$ cat src/hw/rtl/r110sg_pkg.sv
package r110sg_pkg;

    // Strip size default
    localparam int CELL_COUNT_DEF = 64;

    // Field widths
    localparam int RAND_W     = 64;
    localparam int CELL_IDX_W = 6;
    localparam int HUE_W      = 10;
    localparam int GEN_W      = 16;
    localparam int ACT_W      = 2;
    localparam int OUT_DATA_W = 24;
    localparam int CFG_IDX_W  = 1;
    localparam int CFG_DATA_W = 16;

    // Hue divider: dividend is count * 4
    localparam int DVD_W       = GEN_W + 2;
    localparam int DIV_CNT_W   = 5;
    localparam int DIV_STEPS   = DVD_W;

    // Rule 110 truth table, indexed by {left, self, right}
    localparam logic [7:0] RULE_BITS = 8'd110;

    // Register reset values
    localparam logic [GEN_W-1:0] RESEED_PERIOD_RST = 16'd256;
    localparam logic [HUE_W-1:0] WHEEL_MAX_RST     = 10'd256;

    // Configuration register indexes
    localparam logic [CFG_IDX_W-1:0] CFG_RESEED_PERIOD = 1'b0;
    localparam logic [CFG_IDX_W-1:0] CFG_WHEEL_MAX     = 1'b1;

    // Colour actions
    typedef enum logic [ACT_W-1:0] {
        ACT_KEEP   = 2'd0,
        ACT_HUE    = 2'd1,
        ACT_DARKEN = 2'd2,
        ACT_OFF    = 2'd3
    } action_t;

    // Controller states
    typedef enum logic [1:0] {
        ST_IDLE,
        ST_DIV,
        ST_EMIT
    } state_t;

    // Controller to datapath
    typedef struct packed {
        logic load;
        logic div_step;
        logic emit;
        logic finish;
    } cmd_t;

    // Datapath to controller
    typedef struct packed {
        logic div_done;
        logic cell_last;
        logic out_free;
    } status_t;

endpackage

$ cat src/hw/rtl/r110sg_ctrl.sv
module r110sg_ctrl (
    input  logic                aclk,
    input  logic                aresetn,
    input  logic                s_tvalid,
    output logic                s_tready,
    input  r110sg_pkg::status_t status,
    output r110sg_pkg::cmd_t    cmd
);

    r110sg_pkg::state_t state_reg, state_next;

    // State register
    always_ff @(posedge aclk) begin
        if (!aresetn) begin
            state_reg <= r110sg_pkg::ST_IDLE;
        end else begin
            state_reg <= state_next;
        end
    end

    // Next state and commands
    always_comb begin
        state_next   = state_reg;
        cmd          = '0;
        s_tready     = 1'b0;
        case (state_reg)
            r110sg_pkg::ST_IDLE: begin
                s_tready = 1'b1;
                if (s_tvalid) begin
                    cmd.load   = 1'b1;
                    state_next = r110sg_pkg::ST_DIV;
                end
            end
            r110sg_pkg::ST_DIV: begin
                cmd.div_step = 1'b1;
                if (status.div_done) begin
                    state_next = r110sg_pkg::ST_EMIT;
                end
            end
            r110sg_pkg::ST_EMIT: begin
                // one cell per free output slot
                if (status.out_free) begin
                    cmd.emit = 1'b1;
                    if (status.cell_last) begin
                        cmd.finish = 1'b1;
                        state_next = r110sg_pkg::ST_IDLE;
                    end
                end
            end
            default: begin
                state_next = r110sg_pkg::ST_IDLE;
            end
        endcase
    end

endmodule

$ cat src/hw/rtl/r110sg_dpath.sv
module r110sg_dpath #(
    parameter int CELL_COUNT = r110sg_pkg::CELL_COUNT_DEF
) (
    input  logic                                 aclk,
    input  logic                                 aresetn,
    input  logic                                 cfg_we,
    input  logic [r110sg_pkg::CFG_IDX_W-1:0]     cfg_index,
    input  logic [r110sg_pkg::CFG_DATA_W-1:0]    cfg_wdata,
    input  logic [r110sg_pkg::RAND_W-1:0]        random_bits,
    input  r110sg_pkg::cmd_t                     cmd,
    output r110sg_pkg::status_t                  status,
    input  logic                                 m_tready,
    output logic                                 m_tvalid,
    output logic [r110sg_pkg::OUT_DATA_W-1:0]    m_tdata,
    output logic                                 m_tlast
);

    localparam int IDX_W = (CELL_COUNT > 1) ? $clog2(CELL_COUNT) : 1;
    localparam int HW = r110sg_pkg::HUE_W;
    localparam int GW = r110sg_pkg::GEN_W;
    localparam int DW = r110sg_pkg::DVD_W;
    localparam int CW = r110sg_pkg::DIV_CNT_W;

    // Configuration registers
    logic [GW-1:0] reseed_period_reg;
    logic [HW-1:0] wheel_max_reg;

    // Generation state
    logic [GW-1:0] gen_count_reg, gen_count_next;
    logic [HW-1:0] hue_reg;
    logic          reseed_reg;

    // Cell shift line, left neighbour and index
    logic [CELL_COUNT-1:0] cells_reg;
    logic [CELL_COUNT:0]   cells_ext;
    logic                  left_reg;
    logic [IDX_W-1:0]      idx_reg;

    // Hue divider
    logic [HW-1:0] rem_reg, rem_next;
    logic [DW-1:0] dvd_reg;
    logic [CW-1:0] div_cnt_reg;
    logic [HW:0]   trial;

    // Output register
    logic                            out_valid_reg;
    logic [r110sg_pkg::CELL_IDX_W-1:0] out_index_reg;
    logic                            out_alive_reg;
    r110sg_pkg::action_t             out_action_reg;
    logic [HW-1:0]                   out_hue_reg;
    logic                            out_last_reg;

    // Cell evaluation
    logic                self_bit, right_bit, new_bit;
    logic [2:0]          pat;
    r110sg_pkg::action_t act;
    logic [GW:0]         count_inc;

    assign cells_ext = {1'b1, cells_reg};
    assign self_bit  = cells_reg[0];
    assign right_bit = status.cell_last ? 1'b1 : cells_ext[1];
    assign pat       = {left_reg, self_bit, right_bit};

    always_comb begin
        if (reseed_reg) begin
            new_bit = self_bit;
            act     = self_bit ? r110sg_pkg::ACT_HUE : r110sg_pkg::ACT_OFF;
        end else begin
            new_bit = r110sg_pkg::RULE_BITS[pat];
            case (pat)
                3'b101, 3'b001:         act = r110sg_pkg::ACT_HUE;
                3'b111, 3'b100, 3'b000: act = r110sg_pkg::ACT_DARKEN;
                default:                act = r110sg_pkg::ACT_KEEP;
            endcase
        end
    end

    // Restoring divide step: one dividend bit a cycle
    assign trial = {rem_reg, dvd_reg[DW-1]};
    assign rem_next = (trial >= {1'b0, wheel_max_reg})
                    ? HW'(trial - {1'b0, wheel_max_reg}) : HW'(trial);

    // Count wraps at the reseed period
    assign count_inc      = {1'b0, gen_count_reg} + (GW+1)'(1);
    assign gen_count_next = (count_inc >= {1'b0, reseed_period_reg}) ? '0 : count_inc[GW-1:0];

    assign status.div_done  = (div_cnt_reg == CW'(r110sg_pkg::DIV_STEPS - 1));
    assign status.cell_last = (idx_reg == IDX_W'(CELL_COUNT - 1));
    assign status.out_free  = !out_valid_reg || m_tready;

    // Configuration writes
    always_ff @(posedge aclk) begin
        if (!aresetn) begin
            reseed_period_reg <= r110sg_pkg::RESEED_PERIOD_RST;
            wheel_max_reg     <= r110sg_pkg::WHEEL_MAX_RST;
        end else if (cfg_we) begin
            case (cfg_index)
                r110sg_pkg::CFG_RESEED_PERIOD: reseed_period_reg <= cfg_wdata[GW-1:0];
                r110sg_pkg::CFG_WHEEL_MAX:     wheel_max_reg     <= cfg_wdata[HW-1:0];
                default: ;
            endcase
        end
    end

    // Generation count and hue
    always_ff @(posedge aclk) begin
        if (!aresetn) begin
            gen_count_reg <= '0;
            hue_reg       <= '0;
            reseed_reg    <= 1'b0;
        end else begin
            if (cmd.load) begin
                reseed_reg <= (gen_count_reg == '0);
            end
            if (cmd.div_step && status.div_done) begin
                hue_reg <= (reseed_reg || wheel_max_reg == '0) ? '0 : rem_next;
            end
            if (cmd.finish) begin
                gen_count_reg <= gen_count_next;
            end
        end
    end

    // Divider registers
    always_ff @(posedge aclk) begin
        if (cmd.load) begin
            rem_reg     <= '0;
            dvd_reg     <= {gen_count_reg, 2'b00};
            div_cnt_reg <= '0;
        end else if (cmd.div_step) begin
            rem_reg     <= rem_next;
            dvd_reg     <= {dvd_reg[DW-2:0], 1'b0};
            div_cnt_reg <= div_cnt_reg + CW'(1);
        end
    end

    // Cell line: new states shift in at the top as old ones leave at the bottom
    always_ff @(posedge aclk) begin
        if (cmd.load) begin
            if (gen_count_reg == '0) begin
                cells_reg <= random_bits[CELL_COUNT-1:0];
            end
            left_reg <= 1'b1;
            idx_reg  <= '0;
        end else if (cmd.emit) begin
            cells_reg <= CELL_COUNT'({new_bit, cells_reg} >> 1);
            left_reg  <= self_bit;
            idx_reg   <= idx_reg + IDX_W'(1);
        end
    end

    // Output register
    always_ff @(posedge aclk) begin
        if (!aresetn) begin
            out_valid_reg <= 1'b0;
        end else if (cmd.emit) begin
            out_valid_reg <= 1'b1;
        end else if (m_tready) begin
            out_valid_reg <= 1'b0;
        end
    end

    always_ff @(posedge aclk) begin
        if (cmd.emit) begin
            out_index_reg  <= r110sg_pkg::CELL_IDX_W'(idx_reg);
            out_alive_reg  <= new_bit;
            out_action_reg <= act;
            out_hue_reg    <= (act == r110sg_pkg::ACT_HUE) ? hue_reg : '0;
            out_last_reg   <= status.cell_last;
        end
    end

    assign m_tvalid = out_valid_reg;
    assign m_tlast  = out_last_reg;
    assign m_tdata  = {5'b0, out_hue_reg, out_action_reg, out_alive_reg, out_index_reg};

endmodule

$ cat src/hw/rtl/rule110_strip_generation.sv
// After an item is accepted, the 18-step hue divider runs before the first result beat.
// Items go one at a time: s_tready is high only in idle, once the last cell is emitted;
//   results leave one cell a cycle while m_tready is high, via the single output register.
// Reset: aresetn, synchronous, active low; generation count and hue clear to zero,
//   registers take 256 / 256, so the first item after reset always reseeds the strip.
module rule110_strip_generation #(
    parameter int CELL_COUNT = r110sg_pkg::CELL_COUNT_DEF
) (
    input  logic                                 aclk,
    input  logic                                 aresetn,
    // configuration
    input  logic                                 cfg_we,
    input  logic [r110sg_pkg::CFG_IDX_W-1:0]     cfg_index,
    input  logic [r110sg_pkg::CFG_DATA_W-1:0]    cfg_wdata,
    // input beats
    input  logic                                 s_tvalid,
    output logic                                 s_tready,
    input  logic [r110sg_pkg::RAND_W-1:0]        s_tdata,   // [63:0] random_bits
    // result beats
    output logic                                 m_tvalid,
    input  logic                                 m_tready,
    output logic [r110sg_pkg::OUT_DATA_W-1:0]    m_tdata,   // [5:0] cell_index, [6] alive,
                                                            // [8:7] color_action, [18:9] hue
    output logic                                 m_tlast
);

    r110sg_pkg::cmd_t    cmd;
    r110sg_pkg::status_t status;

    r110sg_ctrl u_ctrl (
        .aclk     (aclk),
        .aresetn  (aresetn),
        .s_tvalid (s_tvalid),
        .s_tready (s_tready),
        .status   (status),
        .cmd      (cmd)
    );

    r110sg_dpath #(
        .CELL_COUNT (CELL_COUNT)
    ) u_dpath (
        .aclk        (aclk),
        .aresetn     (aresetn),
        .cfg_we      (cfg_we),
        .cfg_index   (cfg_index),
        .cfg_wdata   (cfg_wdata),
        .random_bits (s_tdata),
        .cmd         (cmd),
        .status      (status),
        .m_tready    (m_tready),
        .m_tvalid    (m_tvalid),
        .m_tdata     (m_tdata),
        .m_tlast     (m_tlast)
    );

endmodule

$ cat config.mk
export PLATFORM = sky130hd
export DESIGN_NAME = rule110_strip_generation
export DESIGN_NICKNAME = d
export VERILOG_FILES = /design/src/hw/rtl/r110sg_pkg.sv /design/src/hw/rtl/r110sg_ctrl.sv /design/src/hw/rtl/r110sg_dpath.sv /design/src/hw/rtl/rule110_strip_generation.sv
export SDC_FILE = /design/constraint.sdc
export NUM_CORES = 1
export LEC_CHECK = 0
export BUFFER_PORTS_ARGS = -buffer_cell sky130_fd_sc_hd__buf_2
export CAP_MARGIN = 20
export CORE_UTILIZATION = 62
export DETAILED_ROUTE_END_ITERATION = 7
export PLACE_DENSITY_LB_ADDON = 0.05
export SYNTH_ARGS = -nofsm -noshare
export SYNTH_HDL_FRONTEND = slang
export SYNTH_SLANG_ARGS = --single-unit
$ cat constraint.sdc
create_clock -name aclk -period 11.6 [get_ports aclk]
set_clock_uncertainty 0.05 [all_clocks]
set_input_delay 2.32 -clock aclk [delete_from_list [all_inputs] [get_ports aclk]]
set_output_delay 2.32 -clock aclk [all_outputs]
set_load 0.005 [all_outputs]
==> results.py, run 1 <==
metrics = {
    "status": {
        "status": "finished clean",
    },
    "yosys": {
        "synth-xor-area-share_pct": 2.65,
        "synth-compound-area-share_pct": 9.63,
        "synth_fa_ha_area_share_pct": 5.19,
        "ys_warn_count": 0,
        "syn-instance-count": 912,
        "synth.area.mux_share_pct": 1.46,
        "synth_simple_gate_area_share_pct": 23.5,
        "syn_area_per_cell_um2": 9.41,
        "syn_area_um2": 8580,
        "synthArstFlopShare_pct": 0,
        "ys_ff_latch": 178,
        "synth_flop_cell": "edfxtp_1",
        "synth_edf_count": 100,
        "yosysSeqAreaShare_pct": 53.2,
        "ys_types": 62,
        "synth_top_family_by_area": "simple AND/OR/NAND/NOR gates",
    },
    "global_route": {
        "track_usage_pct": 24.1,
        "grt_max_degree": 89,
        "grt_pass1_wl_mm": 26.9,
        "gr-total-overflow": 0,
        "antenna_found_initial": 0,
        "grt_pass1_vias": 5646,
    },
    "pwr": {
        "pwr-share-comb_pct": 20.9,
        "p_switching_mw": 0.455,
        "switching_share_pct": 27.9,
        "seqPwrFrac_pct": 46.0,
        "p_leak_nw": 4.18,
        "p_int_mw": 1.18,
        "p_per_area_nw_per_um2": 168,
        "peakVddDrop_uv": 95.6,
        "total_power_mw": 1.63,
        "power_frac_clock_pct": 33.0,
    },
    "sta": {
        "finalHoldViolCount": 0,
        "slew_headroom_pct": 33.6,
        "fmax_mhz": 230,
        "finalCritPeriodShare_pct": 37.4,
        "setup_viol_count_final": 0,
        "drv_slew": 0,
        "hold_slack_ns": 0.399,
        "worst_pin_slew_ns": 0.994,
        "fin_crit_ns": 4.34,
        "rsz0062_at_grt": "no",
        "fin_setup_tns_ns": 0,
    },
    "clock_network": {
        "cts_resized": 0,
        "cts_num_sinks": 178,
        "clkLatencyLatePin_ns": 0.43,
        "postCtsSetupBuffers": 0,
        "cts_tree": "built",
        "cts-buffers-inserted": 17,
        "cts_root_buf": "clkbuf_16",
        "path_clk_slew_ns": 0.06,
        "hold_buffers": 0,
        "htree_levels": 4,
        "clk_path_buf_depth": 2,
    },
    "die": {
        "die_area_um2": 14300,
        "start_util_pct": 64.3,
        "core_um2": 13300,
        "fp-row-count": 42,
        "die_width_um": 120,
        "pin_count": 113,
        "die_h_um": 120,
    },
    "critical_path": {
        "crit_fanout": 88,
        "worst_setup_path_end_kind": "register",
        "crit_slowest_cell": "buf_4",
        "cp.required_ns": 11.60,
        "critPathLaunchType": "input pin",
        "max_stage_delay_ns": 0.64,
        "crit_top_cell": "buf_4",
        "crit_path_cell_trace": "buf_2 > and2_2 > buf_4 > nand4_1 > o21ai_4 > buf_4",
        "path_class": "input pin to register",
        "cp_data_arrival_time_ns": 4.35,
    },
    "layout": {
        "final_layout_size_suffix_gt1_share_pct": 15.8,
        "fin_nets": 1116,
        "final_area_um2": 9710,
        "largest_register_ffs": 64,
        "final_cells": 1183,
        "most-common-layout-cells": "nand2_1, buf_2, edfxtp_1",
        "area_growth_pct": 13.2,
        "final_common_cell": "nand2_1",
        "antenna_cells": 0,
        "fillers": 1051,
    },
    "detailed_routing": {
        "avgViaCountPerCell": 5.36,
        "drtPass1Iterations": 5,
        "drt-initial-drc-count": 482,
        "routed_wl_mm": 16.4,
        "ant_nets": 0,
        "drc": 0,
        "vias": 6340,
        "avgRoutedWirePerCell_um": 13.8,
    },
    "placed_design": {
        "io_buffers": 107,
        "dp_hpwl_mm": 11.1,
        "dp_cells": 1152,
        "place_area_um2": 9160,
        "place_congestion": 0.843,
    },
    "min_path": {
        "worstHoldPathType": "register to register",
    },
    "run": {
        "cap_violations": 0,
    },
}
worst max-delay path, delay by kind of cell:
family / cells / cell delay (ns)
AOI/OAI and AO/OA: 1 / 0.13
buffers and inverters: 3 / 1.37
and+or+nand+nor: 2 / 0.46
area by class of cell:
type | count | area [um2] | share of cell area (%)
tap | 176 | 220 | 2.27
inverter | 38 | 143 | 1.47
sequential | 178 | 4560 | 47.0
timing repair buffer | 110 | 558 | 5.75
clock inverter | 9 | 81.3 | 0.837
multi-input combinational | 650 | 3670 | 37.8
clock buffer | 22 | 475 | 4.90
power groups by stage:
| stage | sequential, mW | clock, mW | combinational, mW |
|---|---|---|---|
| final | 0.752 | 0.539 | 0.342 |
| after CTS | 0.752 | 0.549 | 0.343 |
| after detailed placement | 0.765 | 0 | 0.340 |
| after global placement | 0.764 | 0 | 0.336 |
| after floorplan | 0.760 | 0 | 0.274 |
| after global routing | 0.757 | 0.572 | 0.386 |
through the flow:
stage                     utilization [%]  setup WS (ns)
final                                72.8           7.26
after global routing                 72.8           7.03
after CTS                            72.8           7.25
after detailed placement             68.6           6.81
after global placement               68.6           6.85
after floorplan                         -           4.02
routing by layer:
layer  wire length [um]  GRT usage, %  part of all wire (%)
met3                596          5.23                   3.6
met2               7780          38.0                    48
met1               7740          33.0                    47
met5                  0             0                     0
met4                252          8.59                   1.5
kinds of logic (layout without fill, tap and decap cells):
family,after synthesis,after routing
AOI/OAI and AO/OA,116,116
xor gates and xnor gates,26,26
adders and majority gates,35,35
buffers and inverters,88,179
DFF,178,178
muxes,12,12
other,1,5
and+or+nand+nor,456,456
synthesized netlist by cell type (7+ instances only):
| master | n | area (um2) |
|---|---|---|
| nand2_1 | 321 | 1200 |
| nor2_1 | 33 | 124 |
| a22o_1 | 8 | 70.1 |
| nand4_1 | 12 | 75.1 |
| buf_1 | 7 | 26.3 |
| nand3_1 | 22 | 110 |
| a21o_1 | 8 | 60.1 |
| xor2_1 | 12 | 105 |
| a21boi_0 | 26 | 195 |
| nand2b_1 | 8 | 50.1 |
| xnor2_1 | 14 | 123 |
| dfxtp_1 | 78 | 1560 |
| nor2b_1 | 10 | 62.6 |
| o21ai_0 | 28 | 140 |
| ha_1 | 34 | 425 |
| mux2i_1 | 8 | 80.1 |
| and2_1 | 14 | 87.6 |
| inv_1 | 38 | 143 |
| clkbuf_1 | 29 | 109 |
| a21oi_1 | 11 | 55.1 |
| edfxtp_1 | 100 | 3000 |
final timing paths:
kind,cells after the start,to,slack (ns),start
worst max register to register,11,u_dpath.gen_count_reg[6],7.98,u_dpath.gen_count_reg[2]
worst min register to register,2,u_dpath.hue_reg[6],0.40,u_dpath.hue_reg[6]
worst max-delay path,6,u_dpath.cells_reg[36],7.26,s_tvalid
worst min-delay path,2,u_dpath.hue_reg[6],0.40,u_dpath.hue_reg[6]
No activity file was read; power rests on OpenSTA's default activity.
==> run 2, diff against run 1 <==
- CORE_UTILIZATION: 62 -> 58
- clock period: 11.6 -> 4.3 ns (I/O delays scaled with it)
==> results.py, run 2 (synthesized netlist as in run 1, its figures left out) <==
metrics = {
    "clock_network": {
        "postCtsSetupBuffers": 0,
        "cts-buffers-inserted": 17,
        "cts_root_buf": "clkbuf_16",
        "hold_buffers": 0,
        "clkLatencyLatePin_ns": 0.43,
        "clk_path_buf_depth": 2,
        "cts_num_sinks": 178,
        "htree_levels": 4,
        "cts_tree": "built",
        "path_clk_slew_ns": 0.07,
        "cts_resized": 0,
    },
    "die": {
        "pin_count": 113,
        "die_h_um": 124,
        "die_area_um2": 15300,
        "start_util_pct": 59.3,
        "core_um2": 14500,
        "fp-row-count": 44,
        "die_width_um": 124,
    },
    "placed_design": {
        "dp_cells": 1163,
        "io_buffers": 107,
        "place_congestion": 0.870,
        "dp_hpwl_mm": 11.8,
        "place_area_um2": 9190,
        "dp_slack_ns": 1.01,
    },
    "detailed_routing": {
        "vias": 6350,
        "avgViaCountPerCell": 5.30,
        "routed_wl_mm": 16.8,
        "avgRoutedWirePerCell_um": 14.0,
        "drtPass1Iterations": 5,
        "drc": 0,
        "ant_nets": 0,
        "drt-initial-drc-count": 403,
    },
    "min_path": {
        "worstHoldPathType": "register to register",
        "min_path_cells": 2,
        "holdCritStartpoint": "u_dpath.hue_reg[9]",
        "hold_end": "u_dpath.hue_reg[9]",
    },
    "critical_path": {
        "crit_path_cell_trace": "and4_1 > nand4_1 > nor2_1 > xor2_1 > ha_1 > a21o_1 > a21oi_1 > o21ai_0 > a221oi_2 > buf_4 > and3_1 > a22o_1",
        "r2r_end": "u_dpath.gen_count_reg[14]",
        "max_stage_delay_ns": 0.45,
        "reg2reg_from": "u_dpath.gen_count_reg[3]",
        "cp.required_ns": 4.62,
        "critical-path-top-delay-family": "simple AND/OR/NAND/NOR gates",
        "worstPathBufferInverterCount": 1,
        "critPathLaunchType": "register",
        "worst_setup_path_end_kind": "register",
        "crit_fanout": 9,
        "rrSetupSlack_ns": 0.99,
        "cp_data_arrival_time_ns": 3.63,
        "reg2reg_depth": 12,
        "path_class": "register to register",
        "crit_slowest_cell": "dfxtp_1",
    },
    "status": {
        "status": "finished clean",
    },
    "sta": {
        "slew_headroom_pct": 53.6,
        "fin_crit_ns": 3.31,
        "worst_pin_slew_ns": 0.695,
        "postLayoutSetupSlackWorst_ns": 0.988,
        "fin_setup_tns_ns": 0,
        "finalHoldViolCount": 0,
        "finalCritPeriodShare_pct": 77.0,
        "drv_slew": 0,
        "fmax_mhz": 302,
        "rsz0062_at_grt": "no",
        "setup_viol_count_final": 0,
    },
    "global_route": {
        "grt_max_degree": 66,
        "antenna_found_initial": 0,
        "gr-total-overflow": 0,
        "grt_pass1_vias": 5710,
        "track_usage_pct": 22.9,
        "grt.busiest_layer": "met2",
        "grt_pass1_wl_mm": 26.9,
        "grt_use_met1_pct": 31.0,
        "met2_usage_pct": 36.8,
        "gr-usage-met3_pct": 4.49,
    },
    "layout": {
        "most-common-layout-cells": "nand2_1, buf_2, edfxtp_1",
        "fin_nets": 1121,
        "final_layout_size_suffix_gt1_share_pct": 16.7,
        "antenna_cells": 0,
        "multi_input_area_um2": 3670,
        "area_growth_pct": 14.2,
        "final_area_um2": 9800,
        "fillers": 1232,
        "largest_register_ffs": 64,
        "final_cells": 1197,
        "final_common_cell": "nand2_1",
        "regArea_um2": 4560,
    },
    "pwr": {
        "p_per_area_nw_per_um2": 459,
        "p_leak_nw": 4.22,
        "peakVddDrop_uv": 280,
        "total_power_mw": 4.50,
    },
    "run": {
        "cap_violations": 0,
    },
}
[run 2: cell types whose count changed in the layout (fill, tap and decap cells not counted), sizes merged]
cell / before / now
buf: 110 / 115
inv: 39 / 42
clkinvlp: 3 / 4
clkinv: 4 / 5
bufinv: 1 / 2
clkbuf: 22 / 17
[run 2: layout make-up]
cell class | instances | share of cell area (%)
clock buffer | 17 | 4.34
clock inverter | 15 | 1.61
inverter | 38 | 1.46
multi-input combinational | 650 | 37.5
sequential | 178 | 46.6
tap | 184 | 2.35
timing repair buffer | 115 | 6.21
[run 2: report_power, final]
group	internal, mW	total, mW	switching, mW
sequential	1.96	2.03	0.0663
combinational	0.380	0.938	0.558
clock	0.862	1.53	0.671
[run 2: stage by stage]
step	hold slack [ns]	utilization (%)
3_3_place_gp	0.378	63.5
2_1_floorplan	0.367	-
3_5_place_dp	0.384	63.5
5_1_grt	0.420	67.7
4_1_cts	0.402	67.5
6_report	0.400	67.7
[run 2: how the worst max path moves through the flow]
stage                             startpoint  cells past startpoint                        end
floorplan                           m_tready                      2       u_dpath.cells_reg[0]
global placement    u_dpath.gen_count_reg[2]                     12  u_dpath.gen_count_reg[11]
detailed placement  u_dpath.gen_count_reg[2]                     10  u_dpath.gen_count_reg[14]
CTS                 u_dpath.gen_count_reg[3]                     10  u_dpath.gen_count_reg[14]
global route        u_dpath.gen_count_reg[2]                     12   u_dpath.gen_count_reg[4]
finish              u_dpath.gen_count_reg[3]                     12  u_dpath.gen_count_reg[14]
[run 2: tightest hold or removal path, stage by stage, from the launching register on]
cell     delay, ns
dfxtp_1       0.32
nand2_1       0.05
o21ai_0       0.05
[run 2: layer usage]
layer  vias to the layer above  wire (um)
met3                        14        520
met2                        93       8090
met4                         0        166
li1                       3262          -
met1                      2981       8010
met5                         -          0
==> run 3, diff against run 2 <==
- clock period: 4.3 -> 3.2 ns (I/O delays scaled with it)
==> results.py, run 3 (synthesized netlist as in run 1, its figures left out) <==
metrics = {
    "die": {
        "die_h_um": 124,
        "die_area_um2": 15300,
        "start_util_pct": 59.3,
        "fp-row-count": 44,
        "core_um2": 14500,
        "die_width_um": 124,
        "pin_count": 113,
    },
    "layout": {
        "multi_input_area_um2": 3670,
        "fillers": 1169,
        "area_growth_pct": 15.7,
        "largest_register_ffs": 64,
        "final_area_um2": 9930,
        "fin_nets": 1132,
        "final_common_cell": "nand2_1",
        "final_layout_size_suffix_gt1_share_pct": 17.9,
        "final_util_pct": 68.6,
        "regArea_um2": 4570,
        "antenna_cells": 0,
        "most-common-layout-cells": "nand2_1, buf_2, edfxtp_1",
    },
    "critical_path": {
        "worst_setup_path_end_kind": "register",
        "rrSetupSlack_ns": 0.22,
        "reg2reg_from": "u_dpath.gen_count_reg[0]",
        "r2r_end": "u_dpath.gen_count_reg[15]",
        "cp.required_ns": 3.46,
        "reg2reg_depth": 13,
        "critPathLaunchType": "register",
        "cp_data_arrival_time_ns": 3.24,
        "crit_fanout": 8,
        "path_class": "register to register",
    },
    "global_route": {
        "grt_pass1_vias": 5790,
        "grt_max_degree": 71,
        "antenna_found_initial": 0,
        "gr-total-overflow": 0,
        "track_usage_pct": 23.5,
        "grt_pass1_wl_mm": 27.6,
    },
    "detailed_routing": {
        "ant_nets": 0,
        "drt-initial-drc-count": 381,
        "avgRoutedWirePerCell_um": 14.1,
        "drtPass1Iterations": 4,
        "routed_wl_mm": 17.0,
        "avgViaCountPerCell": 5.29,
        "vias": 6392,
        "drc": 0,
    },
    "pwr": {
        "p_per_area_nw_per_um2": 621,
        "p_leak_nw": 4.29,
        "peakVddDrop_uv": 435,
    },
    "sta": {
        "setup_viol_count_final": 0,
        "hold_slack_ns": 0.398,
        "fin_crit_ns": 2.98,
        "worst_pin_slew_ns": 0.768,
        "drv_slew": 0,
        "fmax_mhz": 336,
        "postLayoutSetupSlackWorst_ns": 0.221,
        "finalHoldViolCount": 0,
        "slew_headroom_pct": 48.7,
        "rsz0062_at_grt": "no",
        "finalCritPeriodShare_pct": 93.1,
        "fin_setup_tns_ns": 0,
    },
    "placed_design": {
        "io_buffers": 107,
        "place_area_um2": 9290,
        "dp_hpwl_mm": 11.9,
        "dp_slack_ns": 0.105,
        "place_congestion": 0.862,
    },
    "min_path": {
        "min_path_cells": 2,
        "worstHoldPathType": "register to register",
        "holdCritStartpoint": "u_dpath.hue_reg[2]",
        "hold_end": "u_dpath.hue_reg[2]",
    },
    "clock_network": {
        "htree_levels": 4,
        "cts_root_buf": "clkbuf_16",
        "clk_path_buf_depth": 2,
        "cts_tree": "built",
        "path_clk_slew_ns": 0.07,
        "cts-buffers-inserted": 17,
        "clkLatencyLatePin_ns": 0.43,
        "cts_num_sinks": 178,
    },
    "run": {
        "cap_violations": 0,
    },
    "status": {
        "status": "finished clean",
    },
}
[run 3: what timing repair did]
item / 4_1_cts / 5_1_grt
gates resized for setup: 0 / 3
setup endpoints to repair: 0 / 11
buffers inserted: 0 / 1
hold buffers: 0 / 0
[run 3: worst max-delay path, stage by stage (launching register included)]
cell and delay, ns:
dfxtp_1 0.41, ha_2 0.25, nand4_2 0.19, nor2_1 0.15, nand2_1 0.07, xnor2_1 0.16
ha_1 0.30, nand3_1 0.14, nor4_1 0.31, and4_1 0.28, nor4_4 0.06, buf_4 0.17
a41oi_1 0.20, mux2i_1 0.10
[run 3: layout make-up]
type | count | area share [%]
multi-input combinational | 650 | 37.0
sequential | 178 | 46.0
inverter | 38 | 1.44
clock buffer | 17 | 4.28
timing repair buffer | 126 | 6.96
tap | 184 | 2.32
clock inverter | 15 | 2.02
[run 3: worst max path at each step]
stage / cells past startpoint / from / end
after floorplan: 2 / m_tready / u_dpath.cells_reg[0]
after global placement: 12 / u_dpath.gen_count_reg[0] / u_dpath.gen_count_reg[5]
after detailed placement: 12 / u_dpath.gen_count_reg[0] / u_dpath.gen_count_reg[4]
after CTS: 12 / u_dpath.gen_count_reg[0] / u_dpath.gen_count_reg[4]
after global routing: 13 / u_dpath.gen_count_reg[0] / u_dpath.gen_count_reg[15]
final: 13 / u_dpath.gen_count_reg[0] / u_dpath.gen_count_reg[15]
[run 3: through the flow]
| stage | cells | total power [mW] |
|---|---|---|
| after global routing | 1208 | 6.47 |
| after global placement | 1175 | 4.01 |
| after CTS | 1207 | 6.19 |
| final | 1208 | 6.17 |
| after detailed placement | 1175 | 4.03 |
| after floorplan | 916 | 3.74 |
[run 3: power breakdown]
part           switching (mW)  internal [mW]  leakage, nW  total, mW
clock network           0.928           1.25        0.293       2.18
registers              0.0841           2.64         1.60       2.72
logic                   0.747          0.523         2.40       1.27
[run 3: metal layers]
layer / up-vias / track usage, % / share of wire [%]
li1: 3278 / - / -
met1: 2970 / 32.7 / 48
met2: 118 / 37.1 / 47
met3: 26 / 4.21 / 3.3
met4: 0 / 8.06 / 1.6
met5: - / 0 / 0
